### src/design/mvcrc_pkg.sv
// ---------------------------------------------------------------------------
// mvcrc_pkg
// Types, register indexes and helper functions of the multi-variant CRC engine.
// ---------------------------------------------------------------------------
package mvcrc_pkg;

    localparam int unsigned CfgWidth  = 16;
    localparam int unsigned IdxWidth  = 2;
    localparam int unsigned ByteWidth = 8;
    localparam int unsigned CrcWidth  = 16;

    typedef enum logic [2:0] {
        VAR_CRC4      = 3'd0,
        VAR_CRC7      = 3'd1,
        VAR_CRC8      = 3'd2,
        VAR_CRC8_LSB  = 3'd3,
        VAR_CRC16_LSB = 3'd4,
        VAR_CRC16     = 3'd5
    } variant_t;

    typedef enum logic [IdxWidth-1:0] {
        CFG_IDX_VARIANT   = 2'd0,
        CFG_IDX_GENERATOR = 2'd1,
        CFG_IDX_START     = 2'd2
    } cfg_idx_t;

    // Configuration seen by the datapath.
    typedef struct packed {
        variant_t              variant;
        logic [CfgWidth-1:0]   generator;
        logic [CfgWidth-1:0]   start_value;
    } cfg_t;

    function automatic logic [7:0] flip8(input logic [7:0] x);
        logic [7:0] y;
        for (int i = 0; i < 8; i++) begin
            y[i] = x[7-i];
        end
        return y;
    endfunction

    // Places a polynomial or start value where the selected variant keeps it.
    function automatic logic [15:0] shape_value(input logic [15:0] v, input variant_t var_sel);
        logic [15:0] s;
        unique case (var_sel)
            VAR_CRC4:     s = {8'h00, v[3:0], 4'h0};
            VAR_CRC7:     s = {8'h00, v[6:0], 1'b0};
            VAR_CRC8:     s = {8'h00, v[7:0]};
            VAR_CRC8_LSB: s = {8'h00, flip8(v[7:0])};
            default:      s = v;
        endcase
        return s;
    endfunction

endpackage

### src/design/mvcrc_step.sv
// ---------------------------------------------------------------------------
// mvcrc_step
// One byte of CRC update: start-value load, eight shift-xor steps, result.
// ---------------------------------------------------------------------------
module mvcrc_step (
    input  mvcrc_pkg::cfg_t  cfg,
    input  logic [15:0]      remainder,
    input  logic             at_start,
    input  logic [7:0]       data_byte,
    output logic [15:0]      remainder_next,
    output logic [15:0]      crc_value
);
    import mvcrc_pkg::*;

    variant_t    var_eff;
    logic [15:0] poly;
    logic [15:0] base;

    // Codes 6 and 7 run as plain crc8.
    always_comb begin
        unique case (cfg.variant)
            VAR_CRC4, VAR_CRC7, VAR_CRC8, VAR_CRC8_LSB, VAR_CRC16_LSB, VAR_CRC16:
                var_eff = cfg.variant;
            default:
                var_eff = VAR_CRC8;
        endcase
    end

    assign poly = shape_value(cfg.generator, var_eff);
    assign base = at_start ? shape_value(cfg.start_value, var_eff) : remainder;

    always_comb begin
        logic [7:0]  r8;
        logic [15:0] r16;
        r8  = base[7:0] ^ data_byte;
        r16 = base;
        unique case (var_eff)
            VAR_CRC8_LSB: begin
                for (int k = 0; k < 8; k++) begin
                    r8 = r8[0] ? ((r8 >> 1) ^ poly[7:0]) : (r8 >> 1);
                end
                remainder_next = {8'h00, r8};
            end
            VAR_CRC16_LSB: begin
                r16 = base ^ {8'h00, data_byte};
                for (int k = 0; k < 8; k++) begin
                    r16 = r16[0] ? ((r16 >> 1) ^ poly) : (r16 >> 1);
                end
                remainder_next = r16;
            end
            VAR_CRC16: begin
                r16 = base ^ {data_byte, 8'h00};
                for (int k = 0; k < 8; k++) begin
                    r16 = r16[15] ? ((r16 << 1) ^ poly) : (r16 << 1);
                end
                remainder_next = r16;
            end
            default: begin
                for (int k = 0; k < 8; k++) begin
                    r8 = r8[7] ? ((r8 << 1) ^ poly[7:0]) : (r8 << 1);
                end
                remainder_next = {8'h00, r8};
            end
        endcase
    end

    always_comb begin
        unique case (var_eff)
            VAR_CRC4:                crc_value = {12'h000, remainder_next[7:4]};
            VAR_CRC7:                crc_value = {9'h000, remainder_next[7:1]};
            VAR_CRC8, VAR_CRC8_LSB:  crc_value = {8'h00, remainder_next[7:0]};
            default:                 crc_value = remainder_next;
        endcase
    end

endmodule

### src/design/multi_variant_crc_engine.sv
// ---------------------------------------------------------------------------
// multi_variant_crc_engine
// Byte-stream CRC engine with six selectable 4, 7, 8 and 16 bit variants.
// ---------------------------------------------------------------------------
//
//  Channel   Direction  Payload                      Marker
//  s_        in         tdata[7:0] = data_byte       tlast = final_byte
//  m_        out        tdata[15:0] = crc_value      none
//  cfg_      in         wdata = register value       addr = register index
//
// One word is taken every cycle unless a last byte waits in the input register
// facing a full result register. A byte's eight shift-xor steps run from the
// input register into the remainder and, on the last byte, into the result
// register, which drives m_. The remainder feedback through the eight-step
// update sets the one-word-per-cycle rate.
// Reset (aresetn low, synchronous) empties both registers, restores the
// register defaults and arms the block for the start of a message.
// A stalled result blocks only a last byte, and the bytes behind it wait.
//
module multi_variant_crc_engine (
    input  logic                              aclk,
    input  logic                              aresetn,
    // Input stream.
    input  logic                              s_tvalid,
    output logic                              s_tready,
    input  logic [mvcrc_pkg::ByteWidth-1:0]   s_tdata,   // [7:0] data_byte
    input  logic                              s_tlast,   // final_byte
    // Result stream.
    output logic                              m_tvalid,
    input  logic                              m_tready,
    output logic [mvcrc_pkg::CrcWidth-1:0]    m_tdata,   // [15:0] crc_value
    // Configuration write port.
    input  logic                              cfg_wr_en,
    input  logic [mvcrc_pkg::IdxWidth-1:0]    cfg_addr,
    input  logic [mvcrc_pkg::CfgWidth-1:0]    cfg_wdata
);
    import mvcrc_pkg::*;

    cfg_t                 cfg_reg;
    logic [15:0]          rem_reg;
    logic                 at_start_reg;
    logic                 in_valid_reg;
    logic [7:0]           in_byte_reg;
    logic                 in_last_reg;
    logic                 out_valid_reg;
    logic [CrcWidth-1:0]  out_crc_reg;

    logic [15:0]          rem_next;
    logic [15:0]          crc_next;
    logic                 out_free;
    logic                 advance;
    logic                 s_accept;

    // The result register is free when empty or being drained this cycle.
    assign out_free = !out_valid_reg || m_tready;
    // A byte leaves the input register unless it is a last byte facing a
    // full result register.
    assign advance  = in_valid_reg && (!in_last_reg || out_free);
    assign s_tready = !in_valid_reg || advance;
    assign s_accept = s_tvalid && s_tready;

    mvcrc_step u_step (
        .cfg            (cfg_reg),
        .remainder      (rem_reg),
        .at_start       (at_start_reg),
        .data_byte      (in_byte_reg),
        .remainder_next (rem_next),
        .crc_value      (crc_next)
    );

    // Configuration registers.
    always_ff @(posedge aclk) begin
        if (!aresetn) begin
            cfg_reg.variant     <= VAR_CRC8;
            cfg_reg.generator   <= 16'h0007;
            cfg_reg.start_value <= 16'h0000;
        end else if (cfg_wr_en) begin
            unique case (cfg_addr)
                CFG_IDX_VARIANT:   cfg_reg.variant     <= variant_t'(cfg_wdata[2:0]);
                CFG_IDX_GENERATOR: cfg_reg.generator   <= cfg_wdata;
                CFG_IDX_START:     cfg_reg.start_value <= cfg_wdata;
                default: ;
            endcase
        end
    end

    // Input register.
    always_ff @(posedge aclk) begin
        if (!aresetn) begin
            in_valid_reg <= 1'b0;
        end else if (s_tready) begin
            in_valid_reg <= s_tvalid;
        end
    end

    always_ff @(posedge aclk) begin
        if (s_accept) begin
            in_byte_reg <= s_tdata;
            in_last_reg <= s_tlast;
        end
    end

    // Running remainder; a last byte re-arms the start-value load.
    always_ff @(posedge aclk) begin
        if (!aresetn) begin
            rem_reg      <= 16'h0000;
            at_start_reg <= 1'b1;
        end else if (advance) begin
            rem_reg      <= rem_next;
            at_start_reg <= in_last_reg;
        end
    end

    // Result register.
    always_ff @(posedge aclk) begin
        if (!aresetn) begin
            out_valid_reg <= 1'b0;
        end else if (advance && in_last_reg) begin
            out_valid_reg <= 1'b1;
        end else if (m_tready) begin
            out_valid_reg <= 1'b0;
        end
    end

    always_ff @(posedge aclk) begin
        if (advance && in_last_reg) begin
            out_crc_reg <= crc_next;
        end
    end

    assign m_tvalid = out_valid_reg;
    assign m_tdata  = out_crc_reg;

endmodule

### config.mk
export PLATFORM = sky130hd
export DESIGN_NAME = multi_variant_crc_engine
export DESIGN_NICKNAME = d
export VERILOG_FILES = /design/src/design/mvcrc_pkg.sv /design/src/design/mvcrc_step.sv /design/src/design/multi_variant_crc_engine.sv
export SDC_FILE = /design/constraint.sdc
export NUM_CORES = 1
export LEC_CHECK = 0
export ABC_CLOCK_PERIOD_IN_PS = 14300
export BUFFER_PORTS_ARGS = -buffer_cell sky130_fd_sc_hd__buf_2
export CAP_MARGIN = 30
export CORE_UTILIZATION = 60
export DETAILED_ROUTE_END_ITERATION = 10
export GPL_TIMING_DRIVEN = 0
export PLACE_DENSITY = 0.78
export REMOVE_ABC_BUFFERS = 1
export SYNTH_ARGS = -nofsm -noshare
export SYNTH_HDL_FRONTEND = slang
export SYNTH_HIERARCHICAL = 1
export SYNTH_SLANG_ARGS = --single-unit
### constraint.sdc
create_clock -name aclk -period 14.3 [get_ports aclk]
set_input_delay 2.86 -clock aclk [delete_from_list [all_inputs] [get_ports aclk]]
set_output_delay 2.86 -clock aclk [all_outputs]
set_load 0.02 [all_outputs]
; Word-level counts from Yosys, hierarchy flattened
; Index checks and enable logic that the tools add are counted.
[word_totals]
ff_bits = 79
inputBits = 32
output_inout_bits = 18
[op_classes]
eq_ne = 12
muxes = 40
bitwise_logic = 35
n_reduce_logical = 18
[ops]
columns = operator, count
row1 = $mux 16, 17
row2 = $xor 16x16->16, 9
row3 = $mux 8, 16
row4 = $pmux 16 s4, 2
row5 = $xor 15x16->16, 8
row6 = $pmux 16 s3, 2
row7 = $xor 8x8->8, 9
row8 = $xor 7x8->8, 8
row9 = $xor 16x8->16, 1
row10 = $eq 3x2->1 const B, 4
row11 = $eq 3x3->1 const B, 4
row12 = $eq 3x1->1 const B, 2
row13 = $logic_not 3->1, 2
row14 = $reduce_and 2->1, 3
row15 = $reduce_or 6->1, 1
row16 = $logic_and 1x1->1, 3
row17 = $logic_not 1->1, 3
row18 = $logic_or 1x1->1, 3
row19 = $mux 3, 1
row20 = $eq 2x1->1 const B, 1
row21 = $eq 2x2->1 const B, 1
row22 = $logic_not 2->1, 1
row23 = $mux 1, 2
row24 = $reduce_bool 2->1, 1
row25 = $reduce_or 2->1, 1

; Depth between registers and ports, before layout
[logic_depth]
depth_word = 25
mapped_depth = 26
depth_no_buf = 19

; Modules after synthesis
; The synthesis kept the hierarchy.
[by_module_without_submodules]
columns = mod, n_inst, cells_each, area_each_um2, seq_area_each_um2
row1 = mvcrc_step, 1, 1321, 8727.1, 0.0
row2 = multi_variant_crc_engine, 1, 263, 2981.6, 1831.8

; Worst setup path after synthesis
; No wires, ideal clock.
[synth_timing]
kind = input port to output port
startpoint = input m_tready
endpoint = output s_tready
arrival_time_ns = 3.181
t_required_ns = 11.440
setup_slack_ns = 8.259
stages = 2
path_buffers = 0
cell_sequence = nor2b_4 > nand3_1
[synth_via]
elab_chain_cells = 4
[synth_lines]
columns = element, line_no
row1 = from (decl), multi_variant_crc_engine.sv:30  ; input logic m_tready,
row2 = $logic_or 1x1->1, multi_variant_crc_engine.sv:55  ; assign out_free = !out_valid_reg || m_tready;
row3 = $logic_or 1x1->1, multi_variant_crc_engine.sv:58  ; assign advance = in_valid_reg && (!in_last_reg || out_free);
row4 = $logic_and 1x1->1, multi_variant_crc_engine.sv:58
row5 = $logic_or 1x1->1, multi_variant_crc_engine.sv:59  ; assign s_tready = !in_valid_reg || advance;
row6 = to (decl), multi_variant_crc_engine.sv:25  ; output logic s_tready,
; Every way passes these cells.

; Worst setup path in the final report
[layout_timing]
startpoint = register cfg_reg[34] (netlist bit)
endpoint = register out_crc_reg[5] (netlist: m_tdata[5]) (data pin)
[layout_via]
elab_chain_cells = 25
elab_cells_between_ends = 87
classes_between = eq/ne (10) / mux (38) / bitwise (35) / reduce/logical (4)
[layout_lines]
columns = element, line_no
row1 = from (decl), multi_variant_crc_engine.sv:39  ; cfg_t cfg_reg;
row2 = $eq 3x1->1 (tied with other cells), mvcrc_step.sv:21  ; unique case (cfg.variant)
row3 = $reduce_or 6->1, mvcrc_step.sv:21
row4 = $mux 3 (*), mvcrc_step.sv:21
row5 = $eq 3x2->1 (tied with other cells), "mvcrc_pkg.sv:45, mvcrc_step.sv:37, mvcrc_step.sv:68"
row6 = $pmux 16 s4, mvcrc_pkg.sv:45  ; unique case (var_sel)
row7 = $mux 16, mvcrc_step.sv:30  ; assign base = at_start ? shape_value(cfg.start_value, var_eff) : remainder;
row8 = $xor 16x8->16, mvcrc_step.sv:45  ; r16 = base ^ {8'h00, data_byte};
row9 = $xor 15x16->16, mvcrc_step.sv:47  ; r16 = r16[0] ? ((r16 >> 1) ^ poly) : (r16 >> 1);
row10 = (+10 left out), n/a
row11 = $mux 16, mvcrc_step.sv:47
row12 = $xor 15x16->16, mvcrc_step.sv:47
row13 = $mux 16, mvcrc_step.sv:47
row14 = $xor 15x16->16, mvcrc_step.sv:47
row15 = $mux 16, mvcrc_step.sv:47
row16 = $pmux 16 s3, mvcrc_step.sv:37  ; unique case (var_eff)
row17 = $pmux 16 s3 (*), mvcrc_step.sv:68  ; unique case (var_eff)
row18 = named net crc_next[5], multi_variant_crc_engine.sv:49  ; logic [15:0] crc_next;
row19 = to (signal assigned), multi_variant_crc_engine.sv:127  ; out_crc_reg <= crc_next;
row20 = to (decl), multi_variant_crc_engine.sv:46  ; logic [CrcWidth-1:0] out_crc_reg;
; Mark *: on every way through the listed nets, which the timed path passes. The rest lies on a longest branch.
; A chain may end at the register's enable or synchronous reset.

==> metrics.md <==
| Metric | Value |
|---|---|
| Outcome | `finished, final reports clean` |
| Final setup TNS | `0 ns` |
| Unique cell type count in the Yosys netlist | `120` |
| Clk pin slew, worst setup/hold paths | `0.07 ns` |
| CP Buf/Inv Count | `1` |
| Slew at the pin closest to its max-slew limit | `1.12 ns` |
| Worst path top cell family by delay | `compound AO/OA/AOI/OAI gates` |
| Post-DR wirelength/cell | `20.8 um` |
| CTS Sinks | `79` |
| Place WS | `7.03 ns` |
| DRT antenna net count | `0` |
| Sequential share of the synthesized area | `15.6%` |
| CTS H-Tree Depth | `3` |
| Initial Utilization | `62.0%` |
| Required time of the critical path | `14.39 ns` |
| Die ar. | `0.0201 mm2` |
| Core ar. | `0.0189 mm2` |
| Fin cells | `1799` |
| PwrDens | `127 mW/mm2` |
| Tmin final | `7.66 ns` |
| TritonRoute pass-1 iters | `6` |
| Gr usage total | `37.1%` |
| IO Port Bufs | `49` |
| Via density | `6.68` |
| CP max stage delay | `0.96 ns` |
| Yosys Warn Count | `6` |
| Worst-case clock buffer depth | `2` |
| Most common cell after layout, fill and taps aside | `nand2_1` |
| I/O pin cnt | `50` |
| Crit path cell chain | `or2_1 > nor2_1 > a221oi_1 > and2_1 > a21oi_2 > o211ai_2 > xnor2_1 > buf_4 > mux2_4 > a311oi_4 > xnor3_1 > o41ai_2 > a311oi_2 > xnor2_1 > o21ai_0 > a21oi_1 > a31o_1 > o22ai_1` |
| #FFs+latches synth | `79` |
| Most used DFF post-synth | `dfxtp_1` |
| Layout area overhead | `4.95%` |
| Routed WL | `37.4 mm` |
| Layout cells sized above 1 | `11.6%` |
| Max-slew headroom | `25.1%` |
| Final Slew Violations | `0` |
| Final hold violation count | `0` |
| Cell mode on critical path | `xnor2_1` |
| Hold-fix buffer count after cts | `0` |
| Die height | `142 um` |
| DR vias | `12000` |
| Vias in the first global route | `10900` |
| Setup Buffers After CTS | `0` |
| Worst Clk Skew | `0.0120 ns` |
| Row count | `50` |
| Initial drt markers | `1348` |
| Global route overflow | `0` |
| Dpl hpwl | `26.7 mm` |
| Max-cap viol count | `0` |
| Initial antenna violation count | `0` |
| Critical path fanouts, max | `50` |
| Inst Count DP | `1780` |
| Post-layout utilization of the core | `65.0%` |
| # setup viols final | `0` |
| Cell area after synthesis | `0.0117 mm2` |
| Max stage delay cell, worst path | `dfxtp_2` |
| Syn Area/Cell | `7.39 um2` |
| Worst setup margin | `6.64 ns` |
| Max VDD drop | `0.0849 mV` |
| Critical Path Source Type | `flop` |
| Die Span X | `142 um` |
| Pwr Total | `0.00156 W` |
| Post_cts resized | `0` |
| F_max | `131 MHz` |
| # nets final | `1566` |
| P_leak | `4.36 nW` |
| Class of the most critical setup path | `flop to flop` |
| First-pass GRT wire length | `58.7 mm` |
| Syn Inst Count | `1584` |
| RSZ-0062 raised after global routing | `false` |
| Tcrit/Tclk final | `53.6%` |
| Largest net degree at the start of global routing | `58` |
| Critical Path AT | `7.75 ns` |
| Post-synth EDFFs | `25` |
| DRC violations left | `0` |
| Largest register FFs | `35` |
| Diode count | `0` |
| Commonest non-fill, non-tap cells in the layout | `226 x nand2_1, 219 x nor2_1, 207 x xnor2_1` |
| Routability cong. | `0.987` |
| CTS tree | `yes` |
| Worst min-delay path category | `flop to flop` |
| Critical Path Sink Type | `flop` |
| Clk Latency, worst-skew pair | `0.35 ns` |
| Post-synth ARST share | `0%` |
| CTS Buf Count | `9` |
| Root buf cell | `clkbuf_16` |
## logic make-up after synthesis
group | count (synthesis) | synth area share, %
simple gates | 684 | 27.9
compound gates | 373 | 24.2
xor+xnor | 254 | 21.5
buf+inv | 146 | 6.56
flops | 79 | 15.6
mux | 48 | 4.23
## synth_stat cells, drive strengths merged (10+ instances only)
master | n | share of area (%)
o211ai | 15 | 1.1
a21oi | 70 | 3.0
nand2 | 228 | 7.4
dfxtp | 54 | 9.2
buf | 58 | 3.7
nor3 | 29 | 1.4
edfxtp | 25 | 6.4
and2 | 12 | 0.64
nand3b | 10 | 0.71
and3 | 19 | 1.0
xor2 | 26 | 2.1
o21a | 13 | 0.84
a211o | 14 | 1.0
nand3 | 45 | 2.0
nand4 | 10 | 0.53
nand2b | 15 | 0.80
a21boi | 33 | 2.7
inv | 11 | 0.35
nor2 | 222 | 7.1
o21ai | 63 | 2.7
nor2b | 17 | 0.97
o22ai | 16 | 0.96
xnor2 | 210 | 16
clkbuf | 76 | 2.4
a31oi | 11 | 0.72
xnor3 | 13 | 2.5
a211oi | 22 | 1.5
mux2i | 42 | 3.6
or3 | 10 | 0.53
nor4 | 10 | 0.72
## area by class of cell
class	count	area [um2]
flip-flops and latches	79	1840
clock buffers	9	225
repair buffers	73	639
multi-input cells	1359	9160
clock inverters	7	58.8
fillers	1675	6610
inverters	12	45.0
well taps	260	325
## final timing paths
path | startpoint | endpoint | slack [ns] | depth (start not counted)
max | cfg_reg[34] | m_tdata[5] | 6.64 | 18
min | rem_reg[8] | rem_reg[8] | 0.46 | 2
max reg2reg | cfg_reg[34] | m_tdata[5] | 6.64 | 18
min reg2reg | rem_reg[8] | rem_reg[8] | 0.46 | 2
## metrics by stage
stage	cell area [um2]	hold WS [ns]
4_1_cts	12300	0.462
6_report	12300	0.462
5_1_grt	12300	0.482
3_3_place_gp	11600	0.438
3_5_place_dp	12000	0.453
2_1_floorplan	11000	0.430
## report_power, final
part	switching [W]	internal, W	total, W	leakage [nW]
clock network	0.000107	0.000121	0.000228	0.144
registers	0.0000215	0.000255	0.000277	0.683
logic	0.000641	0.000416	0.00106	3.54
## metal layers
metal / wire length [um] / track usage [%] / up-vias
li1: - / - / 5508
met1: 15200 / 48.6 / 5690
met2: 17000 / 60.3 / 684
met3: 3440 / 4.25 / 137
met4: 1770 / 19.1 / 0
met5: 0 / 0 / -
## tightest hold or removal path, delay by kind of cell, from the launching register on
kind / cells / cell delay [ns]
flops: 1 / 0.31
simple gates: 1 / 0.05
mux: 1 / 0.05
(Power assumes the default switching activity.)
